===== src/rtl/scs1_pkg.sv =====
// ----------------------------------------------------------------------------
// Scancode set 1 decoder package
// Shared types, scancode constants and character tables for the decoder.
// ----------------------------------------------------------------------------
`default_nettype none

package scs1_pkg;

    localparam logic [7:0] SC_PREFIX_EXT  = 8'hE0;
    localparam logic [6:0] SC_SHIFT_LEFT  = 7'h2A;
    localparam logic [6:0] SC_SHIFT_RIGHT = 7'h36;
    localparam logic [6:0] SC_CAPS        = 7'h3A;

    typedef struct packed {
        logic [6:0] key_code;
        logic       extended;
        logic [6:0] ascii_char;
        logic       ascii_valid;
    } t_key_event;

    // Decoder result for one scancode byte
    typedef struct packed {
        logic       emit;
        t_key_event evt;
    } t_decode_out;

    function automatic logic [6:0] base_char(input logic [6:0] code);
        logic [6:0] c;
        c = 7'h00;
        unique case (code)
            7'd1:    c = 7'h1B;
            7'd2:    c = 7'h31;
            7'd3:    c = 7'h32;
            7'd4:    c = 7'h33;
            7'd5:    c = 7'h34;
            7'd6:    c = 7'h35;
            7'd7:    c = 7'h36;
            7'd8:    c = 7'h37;
            7'd9:    c = 7'h38;
            7'd10:   c = 7'h39;
            7'd11:   c = 7'h30;
            7'd12:   c = 7'h2D;
            7'd13:   c = 7'h3D;
            7'd14:   c = 7'h08;
            7'd15:   c = 7'h09;
            7'd16:   c = 7'h71;
            7'd17:   c = 7'h77;
            7'd18:   c = 7'h65;
            7'd19:   c = 7'h72;
            7'd20:   c = 7'h74;
            7'd21:   c = 7'h79;
            7'd22:   c = 7'h75;
            7'd23:   c = 7'h69;
            7'd24:   c = 7'h6F;
            7'd25:   c = 7'h70;
            7'd26:   c = 7'h5B;
            7'd27:   c = 7'h5D;
            7'd28:   c = 7'h0A;
            7'd30:   c = 7'h61;
            7'd31:   c = 7'h73;
            7'd32:   c = 7'h64;
            7'd33:   c = 7'h66;
            7'd34:   c = 7'h67;
            7'd35:   c = 7'h68;
            7'd36:   c = 7'h6A;
            7'd37:   c = 7'h6B;
            7'd38:   c = 7'h6C;
            7'd39:   c = 7'h3B;
            7'd40:   c = 7'h27;
            7'd41:   c = 7'h60;
            7'd43:   c = 7'h5C;
            7'd44:   c = 7'h7A;
            7'd45:   c = 7'h78;
            7'd46:   c = 7'h63;
            7'd47:   c = 7'h76;
            7'd48:   c = 7'h62;
            7'd49:   c = 7'h6E;
            7'd50:   c = 7'h6D;
            7'd51:   c = 7'h2C;
            7'd52:   c = 7'h2E;
            7'd53:   c = 7'h2F;
            7'd55:   c = 7'h2A;
            7'd57:   c = 7'h20;
            default: c = 7'h00;
        endcase
        return c;
    endfunction

    function automatic logic [6:0] shift_char(input logic [6:0] code);
        logic [6:0] c;
        c = 7'h00;
        unique case (code)
            7'd1:    c = 7'h1B;
            7'd2:    c = 7'h21;
            7'd3:    c = 7'h40;
            7'd4:    c = 7'h23;
            7'd5:    c = 7'h24;
            7'd6:    c = 7'h25;
            7'd7:    c = 7'h5E;
            7'd8:    c = 7'h26;
            7'd9:    c = 7'h2A;
            7'd10:   c = 7'h28;
            7'd11:   c = 7'h29;
            7'd12:   c = 7'h5F;
            7'd13:   c = 7'h2B;
            7'd14:   c = 7'h08;
            7'd15:   c = 7'h09;
            7'd16:   c = 7'h51;
            7'd17:   c = 7'h57;
            7'd18:   c = 7'h45;
            7'd19:   c = 7'h52;
            7'd20:   c = 7'h54;
            7'd21:   c = 7'h59;
            7'd22:   c = 7'h55;
            7'd23:   c = 7'h49;
            7'd24:   c = 7'h4F;
            7'd25:   c = 7'h50;
            7'd26:   c = 7'h7B;
            7'd27:   c = 7'h7D;
            7'd28:   c = 7'h0A;
            7'd30:   c = 7'h41;
            7'd31:   c = 7'h53;
            7'd32:   c = 7'h44;
            7'd33:   c = 7'h46;
            7'd34:   c = 7'h47;
            7'd35:   c = 7'h48;
            7'd36:   c = 7'h4A;
            7'd37:   c = 7'h4B;
            7'd38:   c = 7'h4C;
            7'd39:   c = 7'h3A;
            7'd40:   c = 7'h22;
            7'd41:   c = 7'h7E;
            7'd43:   c = 7'h7C;
            7'd44:   c = 7'h5A;
            7'd45:   c = 7'h58;
            7'd46:   c = 7'h43;
            7'd47:   c = 7'h56;
            7'd48:   c = 7'h42;
            7'd49:   c = 7'h4E;
            7'd50:   c = 7'h4D;
            7'd51:   c = 7'h3C;
            7'd52:   c = 7'h3E;
            7'd53:   c = 7'h3F;
            7'd55:   c = 7'h2A;
            7'd57:   c = 7'h20;
            default: c = 7'h00;
        endcase
        return c;
    endfunction

    // Swap letter case; bit 5 separates upper and lower case in ASCII
    function automatic logic [6:0] flip_case(input logic [6:0] c);
        logic is_upper;
        logic is_lower;
        is_upper = (c >= 7'h41) && (c <= 7'h5A);
        is_lower = (c >= 7'h61) && (c <= 7'h7A);
        return (is_upper || is_lower) ? (c ^ 7'h20) : c;
    endfunction

endpackage

`default_nettype wire


===== src/rtl/scs1_in_stage.sv =====
// ----------------------------------------------------------------------------
// Scancode input register
// Captures one scancode byte per transaction and holds it until decoded.
// ----------------------------------------------------------------------------
`default_nettype none

module scs1_in_stage (
    input  wire logic       i_clk,
    input  wire logic       i_rst_n,
    input  wire logic       i_s_tvalid,
    output logic            o_s_tready,
    input  wire logic [7:0] i_s_tdata,
    input  wire logic       i_advance,
    output logic            o_valid,
    output logic [7:0]      o_data
);

    logic       r_valid;
    logic [7:0] r_data;
    logic       n_valid;
    logic       w_load;

    assign o_s_tready = !r_valid || i_advance;
    assign w_load     = i_s_tvalid && o_s_tready;

    always_comb begin
        n_valid = r_valid;
        if (w_load) begin
            n_valid = 1'b1;
        end else if (i_advance) begin
            n_valid = 1'b0;
        end
    end

    always_ff @(posedge i_clk) begin
        if (!i_rst_n) begin
            r_valid <= 1'b0;
        end else begin
            r_valid <= n_valid;
        end
    end

    always_ff @(posedge i_clk) begin
        if (w_load) begin
            r_data <= i_s_tdata;
        end
    end

    assign o_valid = r_valid;
    assign o_data  = r_data;

endmodule

`default_nettype wire


===== src/rtl/scs1_decode.sv =====
// ----------------------------------------------------------------------------
// Scancode decoder
// Tracks shift, caps lock and extended prefix; translates make codes.
// ----------------------------------------------------------------------------
`default_nettype none

module scs1_decode (
    input  wire logic         i_clk,
    input  wire logic         i_rst_n,
    input  wire logic         i_fire,
    input  wire logic [7:0]   i_scancode,
    output scs1_pkg::t_decode_out o_dec
);

    logic       r_shift_held;
    logic       r_caps_lock;
    logic       r_ext_pending;
    logic       n_shift_held;
    logic       n_caps_lock;
    logic       n_ext_pending;

    logic       w_prefix;
    logic       w_release;
    logic [6:0] w_code;
    logic       w_is_shift;
    logic       w_is_caps;
    logic [6:0] w_base;
    logic [6:0] w_sel;
    logic       w_valid;

    assign w_prefix   = (i_scancode == scs1_pkg::SC_PREFIX_EXT);
    assign w_release  = i_scancode[7];
    assign w_code     = i_scancode[6:0];
    assign w_is_shift = (w_code == scs1_pkg::SC_SHIFT_LEFT) ||
                        (w_code == scs1_pkg::SC_SHIFT_RIGHT);
    assign w_is_caps  = (w_code == scs1_pkg::SC_CAPS);

    always_comb begin
        n_shift_held  = r_shift_held;
        n_caps_lock   = r_caps_lock;
        n_ext_pending = r_ext_pending;
        if (i_fire) begin
            if (w_prefix) begin
                n_ext_pending = 1'b1;
            end else begin
                n_ext_pending = 1'b0;
                if (w_is_shift) begin
                    n_shift_held = !w_release;
                end
                if (w_is_caps && !w_release) begin
                    n_caps_lock = !r_caps_lock;
                end
            end
        end
    end

    always_ff @(posedge i_clk) begin
        if (!i_rst_n) begin
            r_shift_held  <= 1'b0;
            r_caps_lock   <= 1'b0;
            r_ext_pending <= 1'b0;
        end else begin
            r_shift_held  <= n_shift_held;
            r_caps_lock   <= n_caps_lock;
            r_ext_pending <= n_ext_pending;
        end
    end

    // Character lookup, gated off for extended and unmapped keys
    assign w_base  = scs1_pkg::base_char(w_code);
    assign w_valid = !r_ext_pending && (w_base != 7'h00);
    assign w_sel   = r_shift_held ? scs1_pkg::shift_char(w_code) : w_base;

    always_comb begin
        o_dec.emit            = !w_prefix && !w_is_shift && !w_is_caps && !w_release;
        o_dec.evt.key_code    = w_code;
        o_dec.evt.extended    = r_ext_pending;
        o_dec.evt.ascii_valid = w_valid;
        if (!w_valid) begin
            o_dec.evt.ascii_char = 7'h00;
        end else if (r_caps_lock) begin
            o_dec.evt.ascii_char = scs1_pkg::flip_case(w_sel);
        end else begin
            o_dec.evt.ascii_char = w_sel;
        end
    end

endmodule

`default_nettype wire


===== src/rtl/scs1_out_stage.sv =====
// ----------------------------------------------------------------------------
// Key event output register
// Holds one key event until the downstream side takes it.
// ----------------------------------------------------------------------------
`default_nettype none

module scs1_out_stage (
    input  wire logic                 i_clk,
    input  wire logic                 i_rst_n,
    input  wire logic                 i_load,
    input  wire scs1_pkg::t_key_event i_evt,
    input  wire logic                 i_m_tready,
    output logic                      o_m_tvalid,
    output scs1_pkg::t_key_event      o_evt,
    output logic                      o_free
);

    logic                 r_valid;
    logic                 n_valid;
    scs1_pkg::t_key_event r_evt;

    assign o_free = !r_valid || i_m_tready;

    always_comb begin
        n_valid = r_valid;
        if (i_load) begin
            n_valid = 1'b1;
        end else if (i_m_tready) begin
            n_valid = 1'b0;
        end
    end

    always_ff @(posedge i_clk) begin
        if (!i_rst_n) begin
            r_valid <= 1'b0;
        end else begin
            r_valid <= n_valid;
        end
    end

    always_ff @(posedge i_clk) begin
        if (i_load) begin
            r_evt <= i_evt;
        end
    end

    assign o_m_tvalid = r_valid;
    assign o_evt      = r_evt;

endmodule

`default_nettype wire


===== src/rtl/scancode_set1_to_ascii.sv =====
// ----------------------------------------------------------------------------
// Scancode set 1 to ASCII decoder
// Turns raw keyboard bytes into key events with translated characters.
// ----------------------------------------------------------------------------
// Path: a byte is held in the input register, then its event in the event register.
// Throughput: one byte per cycle; the input register and the event register
//   advance together, so a byte is taken whenever the event register is free.
// Reset: synchronous, active low; clears shift, caps lock, the pending prefix
//   and both valid flags.
`default_nettype none

module scancode_set1_to_ascii (
    input  wire logic        i_clk,
    input  wire logic        i_rst_n,
    input  wire logic        i_s_tvalid,
    output logic             o_s_tready,
    input  wire logic [7:0]  i_s_tdata,   // [7:0] scancode
    output logic             o_m_tvalid,
    input  wire logic        i_m_tready,
    output logic [15:0]      o_m_tdata,   // [6:0] key_code, [13:7] ascii_char, [15:14] zero
    output logic [1:0]       o_m_tuser    // [0] extended, [1] ascii_valid
);

    logic                    w_in_valid;
    logic [7:0]              w_in_data;
    logic                    w_advance;
    logic                    w_out_free;
    scs1_pkg::t_decode_out   w_dec;
    scs1_pkg::t_key_event    w_evt;

    // Move the held byte forward once the event register can take a result
    assign w_advance = w_in_valid && w_out_free;

    scs1_in_stage u_in (
        .i_clk      (i_clk),
        .i_rst_n    (i_rst_n),
        .i_s_tvalid (i_s_tvalid),
        .o_s_tready (o_s_tready),
        .i_s_tdata  (i_s_tdata),
        .i_advance  (w_advance),
        .o_valid    (w_in_valid),
        .o_data     (w_in_data)
    );

    scs1_decode u_dec (
        .i_clk      (i_clk),
        .i_rst_n    (i_rst_n),
        .i_fire     (w_advance),
        .i_scancode (w_in_data),
        .o_dec      (w_dec)
    );

    scs1_out_stage u_out (
        .i_clk      (i_clk),
        .i_rst_n    (i_rst_n),
        .i_load     (w_advance && w_dec.emit),
        .i_evt      (w_dec.evt),
        .i_m_tready (i_m_tready),
        .o_m_tvalid (o_m_tvalid),
        .o_evt      (w_evt),
        .o_free     (w_out_free)
    );

    assign o_m_tdata = {2'b00, w_evt.ascii_char, w_evt.key_code};
    assign o_m_tuser = {w_evt.ascii_valid, w_evt.extended};

    // An extended key never carries a character
    a_valid_not_ext: assert property (@(posedge i_clk) disable iff (!i_rst_n)
        (o_m_tvalid && o_m_tuser[1]) |-> !o_m_tuser[0])
        else $error("ascii_valid set on extended key");

    a_char_zero: assert property (@(posedge i_clk) disable iff (!i_rst_n)
        (o_m_tvalid && !o_m_tuser[1]) |-> (o_m_tdata[13:7] == 7'h00))
        else $error("character present without ascii_valid");

    // Modifier keys update state only
    a_no_modifier: assert property (@(posedge i_clk) disable iff (!i_rst_n)
        o_m_tvalid |-> ((o_m_tdata[6:0] != scs1_pkg::SC_SHIFT_LEFT) &&
                        (o_m_tdata[6:0] != scs1_pkg::SC_SHIFT_RIGHT) &&
                        (o_m_tdata[6:0] != scs1_pkg::SC_CAPS)))
        else $error("modifier key emitted as event");

    // A held byte with a stalled output must block new transactions
    a_backpressure: assert property (@(posedge i_clk) disable iff (!i_rst_n)
        (w_in_valid && o_m_tvalid && !i_m_tready) |-> !o_s_tready)
        else $error("input accepted while pipeline is full");

endmodule

`default_nettype wire


===== config.mk =====
export PLATFORM = sky130hd
export DESIGN_NAME = scancode_set1_to_ascii
export DESIGN_NICKNAME = d
export VERILOG_FILES = /design/src/rtl/scs1_pkg.sv /design/src/rtl/scs1_in_stage.sv /design/src/rtl/scs1_decode.sv /design/src/rtl/scs1_out_stage.sv /design/src/rtl/scancode_set1_to_ascii.sv
export SDC_FILE = /design/constraint.sdc
export NUM_CORES = 1
export LEC_CHECK = 0
export BUFFER_PORTS_ARGS = -buffer_cell sky130_fd_sc_hd__buf_4
export CAP_MARGIN = 20
export CORE_MARGIN = 2
export CORE_UTILIZATION = 60
export DETAILED_ROUTE_END_ITERATION = 7
export PLACE_DENSITY = 0.81
export REMOVE_ABC_BUFFERS = 1
export SLEW_MARGIN = 20
export SYNTH_ARGS = -nofsm -noshare
export SYNTH_HDL_FRONTEND = slang
export SYNTH_SLANG_ARGS = --single-unit

===== constraint.sdc =====
create_clock -name i_clk -period 5 [get_ports i_clk]
set_input_delay 0.25 -clock i_clk [delete_from_list [all_inputs] [get_ports i_clk]]
set_output_delay 0.25 -clock i_clk [all_outputs]
set_load 0.02 [all_outputs]

==> impl_metrics.toml <==
[status]
outcome = "finished, final reports clean"

[critical_path]
required_ns = 5.17
crit_path_start_kind = "flop"
critical_path.top_delay_family = "simple AND/OR/NAND/NOR gates"
crit_type = "reg2reg"
path_max_fanout = 18
slowest_delay_ns = 0.50
cp_cell_sequence = "and3b_1 > o211ai_2 > inv_2 > ha_1 > inv_1 > o21ai_1 > o22ai_1 > or3b_1"
arrival_ns = 3.21
cp-end-kind = "flop"
cp_num_buf_inv = 2
critPathSlowestCell = "and3b_1"

[yosys]
synth.area.top_cells = "edfxtp_1, dfxtp_1, mux2i_1"
yosys-mux-area-fraction_pct = 8.512
synthDistinctLibCells = 63
synth-compound-area-share_pct = 22.50
synthFlopType = "edfxtp_1"
synth_edf_count = 24
syn_area_per_cell_um2 = 9.308
ys_warn_count = 0
async_flop_share_pct = 0
netlist_area_um2 = 2969
yosysSeqAreaShare_pct = 37.08
synthXorXnorAreaFrac_pct = 1.770
synth.top_cell.area_share_pct = 24.27
ys_ff_latch = 43
yosys.area_share.simple_pct = 19.05
yosys.area.top_type = "edfxtp_1"
synthAdderAreaFrac_pct = 5.057
synthCells = 319
synth_top_family_by_area = "compound AO/OA/AOI/OAI gates"

[timing]
rsz0062_at_grt = "false"
tightest_slew_ns = 0.9218
whs_ns = 0.1315
hold_violations = 0
fmax_mhz = 329.4
setup_viol = 0
max-slew-margin-rel_pct = 38.37
setup_tns_ns = 0
maxSlewViolCount = 0
skew_ns = 0.006002
fin_crit_sh_pct = 60.72
min_period_ns = 3.036

[final_layout]
diodes = 0
area_delta_synth_final_pct = 10.91
layout.cell_area.non_filler_um2 = 3293
nNetsFinal = 358
drive_gt1_share_pct = 17.01

[die]
die_h_um = 74.35
die_w_um = 74.35
core_area_um2 = 4755
die_area_um2 = 5527
ios = 32
rows = 25
start_util_pct = 62.45

[hold_path]
hold_class = "in2reg"

[cts]
cts_buffers = 5
h-tree-depth = 2
worstSkewPairLatency_ns = 0.29
cts_root_buf = "clkbuf_8"
cts_sinks = 43
post_cts_buffers = 0
cts_tree = "done"
postCtsHoldBufs = 0
cts_buffer_depth = 2
post_cts_resized = 0
clkTransAtPathRegs_ns = 0.08

[pwr]
switching_share_pct = 29.02
p_per_area_nw_per_um2 = 296.9
clock_power_share_pct = 32.0
power.switching_uw = 283.8
pwr-share-seq_pct = 43.7
total_power_uw = 977.8
p_comb_share_pct = 24.3
leakage_uw = 0.001276
vdd_drop_max_v = 0.0001484
p_int_uw = 694.1

[drt]
firstDrtPassIters = 5
ant_nets = 0
drt-total-wl_um = 7230
viasPerCell = 6.532
drt-wirelength-per-cell_um = 17.99
drtIter0Drc = 207
vias = 2626
drcViolationCount = 0

[global_routing]
grt_usage_pct = 27.22
grt_overflow_total = 0
antenna_found_initial = 0
grt_max_degree = 28
grt_pass1_vias = 2349
grt_pass1_wl_um = 11540

[place]
placed_cell_area_um2 = 3154
gp_congestion = 0.9817
hpwl_um = 5006
portBuffers = 29

[flow_run]
cap_viol_max_count = 0
==> layout by cell type (no fill, tap or decap), types with 4 or more instances in the layout <==
master | Yosys | routed
o211ai_1 | 9 | 9
o21ai_1 | 9 | 9
a21oi_1 | 14 | 14
nand2b_1 | 11 | 11
ha_1 | 12 | 12
nand4b_1 | 4 | 4
o21ai_0 | 14 | 14
a221oi_1 | 5 | 5
edfxtp_1 | 24 | 24
clkbuf_8 | 0 | 5
buf_4 | 6 | 30
a21o_1 | 4 | 4
inv_1 | 6 | 6
nand3_1 | 5 | 5
dfxtp_1 | 19 | 19
nor2b_1 | 5 | 5
nand2_1 | 26 | 26
o311ai_1 | 4 | 4
mux2i_1 | 18 | 18
nor2_1 | 26 | 26
o2111ai_1 | 4 | 4
nor3_1 | 12 | 11
==> per-stage QoR <==
| stage | utilization, % | setup WS (ns) | cells |
|---|---|---|---|
| 2_1_floorplan | - | 2.389 | 297 |
| 5_1_grt | 69.26 | 1.787 | 402 |
| 3_5_place_dp | 66.34 | 2.070 | 394 |
| 6_report | 69.26 | 1.964 | 402 |
| 3_3_place_gp | 66.34 | 2.178 | 394 |
| 4_1_cts | 69.13 | 2.023 | 402 |
==> per-layer routing <==
layer  global-route usage (%)  share of wire (%)
met5                        0                  0
met1                    37.16                 41
met2                    43.95                 46
met4                    11.31                3.3
met3                    3.388                9.6
==> synthesized netlist by cell type, types with 3 or more instances <==
| cell type | number |
|---|---|
| o21ai_0 | 14 |
| nor3_1 | 12 |
| xnor2_1 | 3 |
| nor2b_1 | 5 |
| a211o_1 | 3 |
| nor2_1 | 26 |
| edfxtp_1 | 24 |
| o311ai_1 | 4 |
| buf_2 | 7 |
| nand3_1 | 5 |
| ha_1 | 12 |
| o211ai_1 | 9 |
| buf_4 | 6 |
| nand2b_1 | 11 |
| nand4b_1 | 4 |
| o21ai_1 | 9 |
| a31oi_1 | 3 |
| o22ai_1 | 3 |
| o2111ai_1 | 4 |
| a21oi_1 | 14 |
| nand2_1 | 26 |
| a221oi_1 | 5 |
| inv_1 | 6 |
| mux2_4 | 3 |
| a21o_1 | 4 |
| xor2_1 | 3 |
| inv_2 | 3 |
| clkbuf_1 | 8 |
| dfxtp_1 | 19 |
| mux2i_1 | 18 |
| o221ai_1 | 3 |
| nor4_1 | 3 |
==> area by class of cell <==
type                       count  area (µm²)
multi-input combinational    244        1708
fill                         399        1461
sequential                    43        1101
timing repair buffer          30       225.2
tap                           67       83.83
clock buffer                   6       72.57
clock inverter                 2       60.06
inverter                      10       42.54
==> power by group through the flow <==
stage | registers [µW] | clock network (µW) | logic (µW)
after global routing | 430 | 328 | 255
after floorplan | 434 | 0 | 159
after global placement | 433 | 0 | 227
final | 427 | 313 | 238
after CTS | 427 | 320 | 230
after detailed placement | 435 | 0 | 228
==> final timing paths <==
path,startpoint,end,slack (ns),cells after the start
max,u_out.o_m_tvalid$_SDFFE_PN0P_,flop,1.96,8
min,i_s_tdata[6],u_in.o_data[6]$_DFFE_PN_,0.13,1
max reg2reg,u_out.o_m_tvalid$_SDFFE_PN0P_,flop,1.96,8
min reg2reg,u_dec.r_ext_pending$_SDFFE_PN0P_,u_out.o_evt[8]$_DFFE_PP_,0.49,0
==> cells by family (layout without fill, tap and decap cells) <==
family	count (synthesis)	after routing
flip-flops	43	43
buffers and inverters	33	48
AND/OR/NAND/NOR	108	108
adder cells (fa/ha/maj)	12	12
multiplexers	23	23
XOR/XNOR	6	6
other	1	2
AO/OA/AOI/OAI	93	93
No activity file was read; power rests on OpenSTA's default activity.
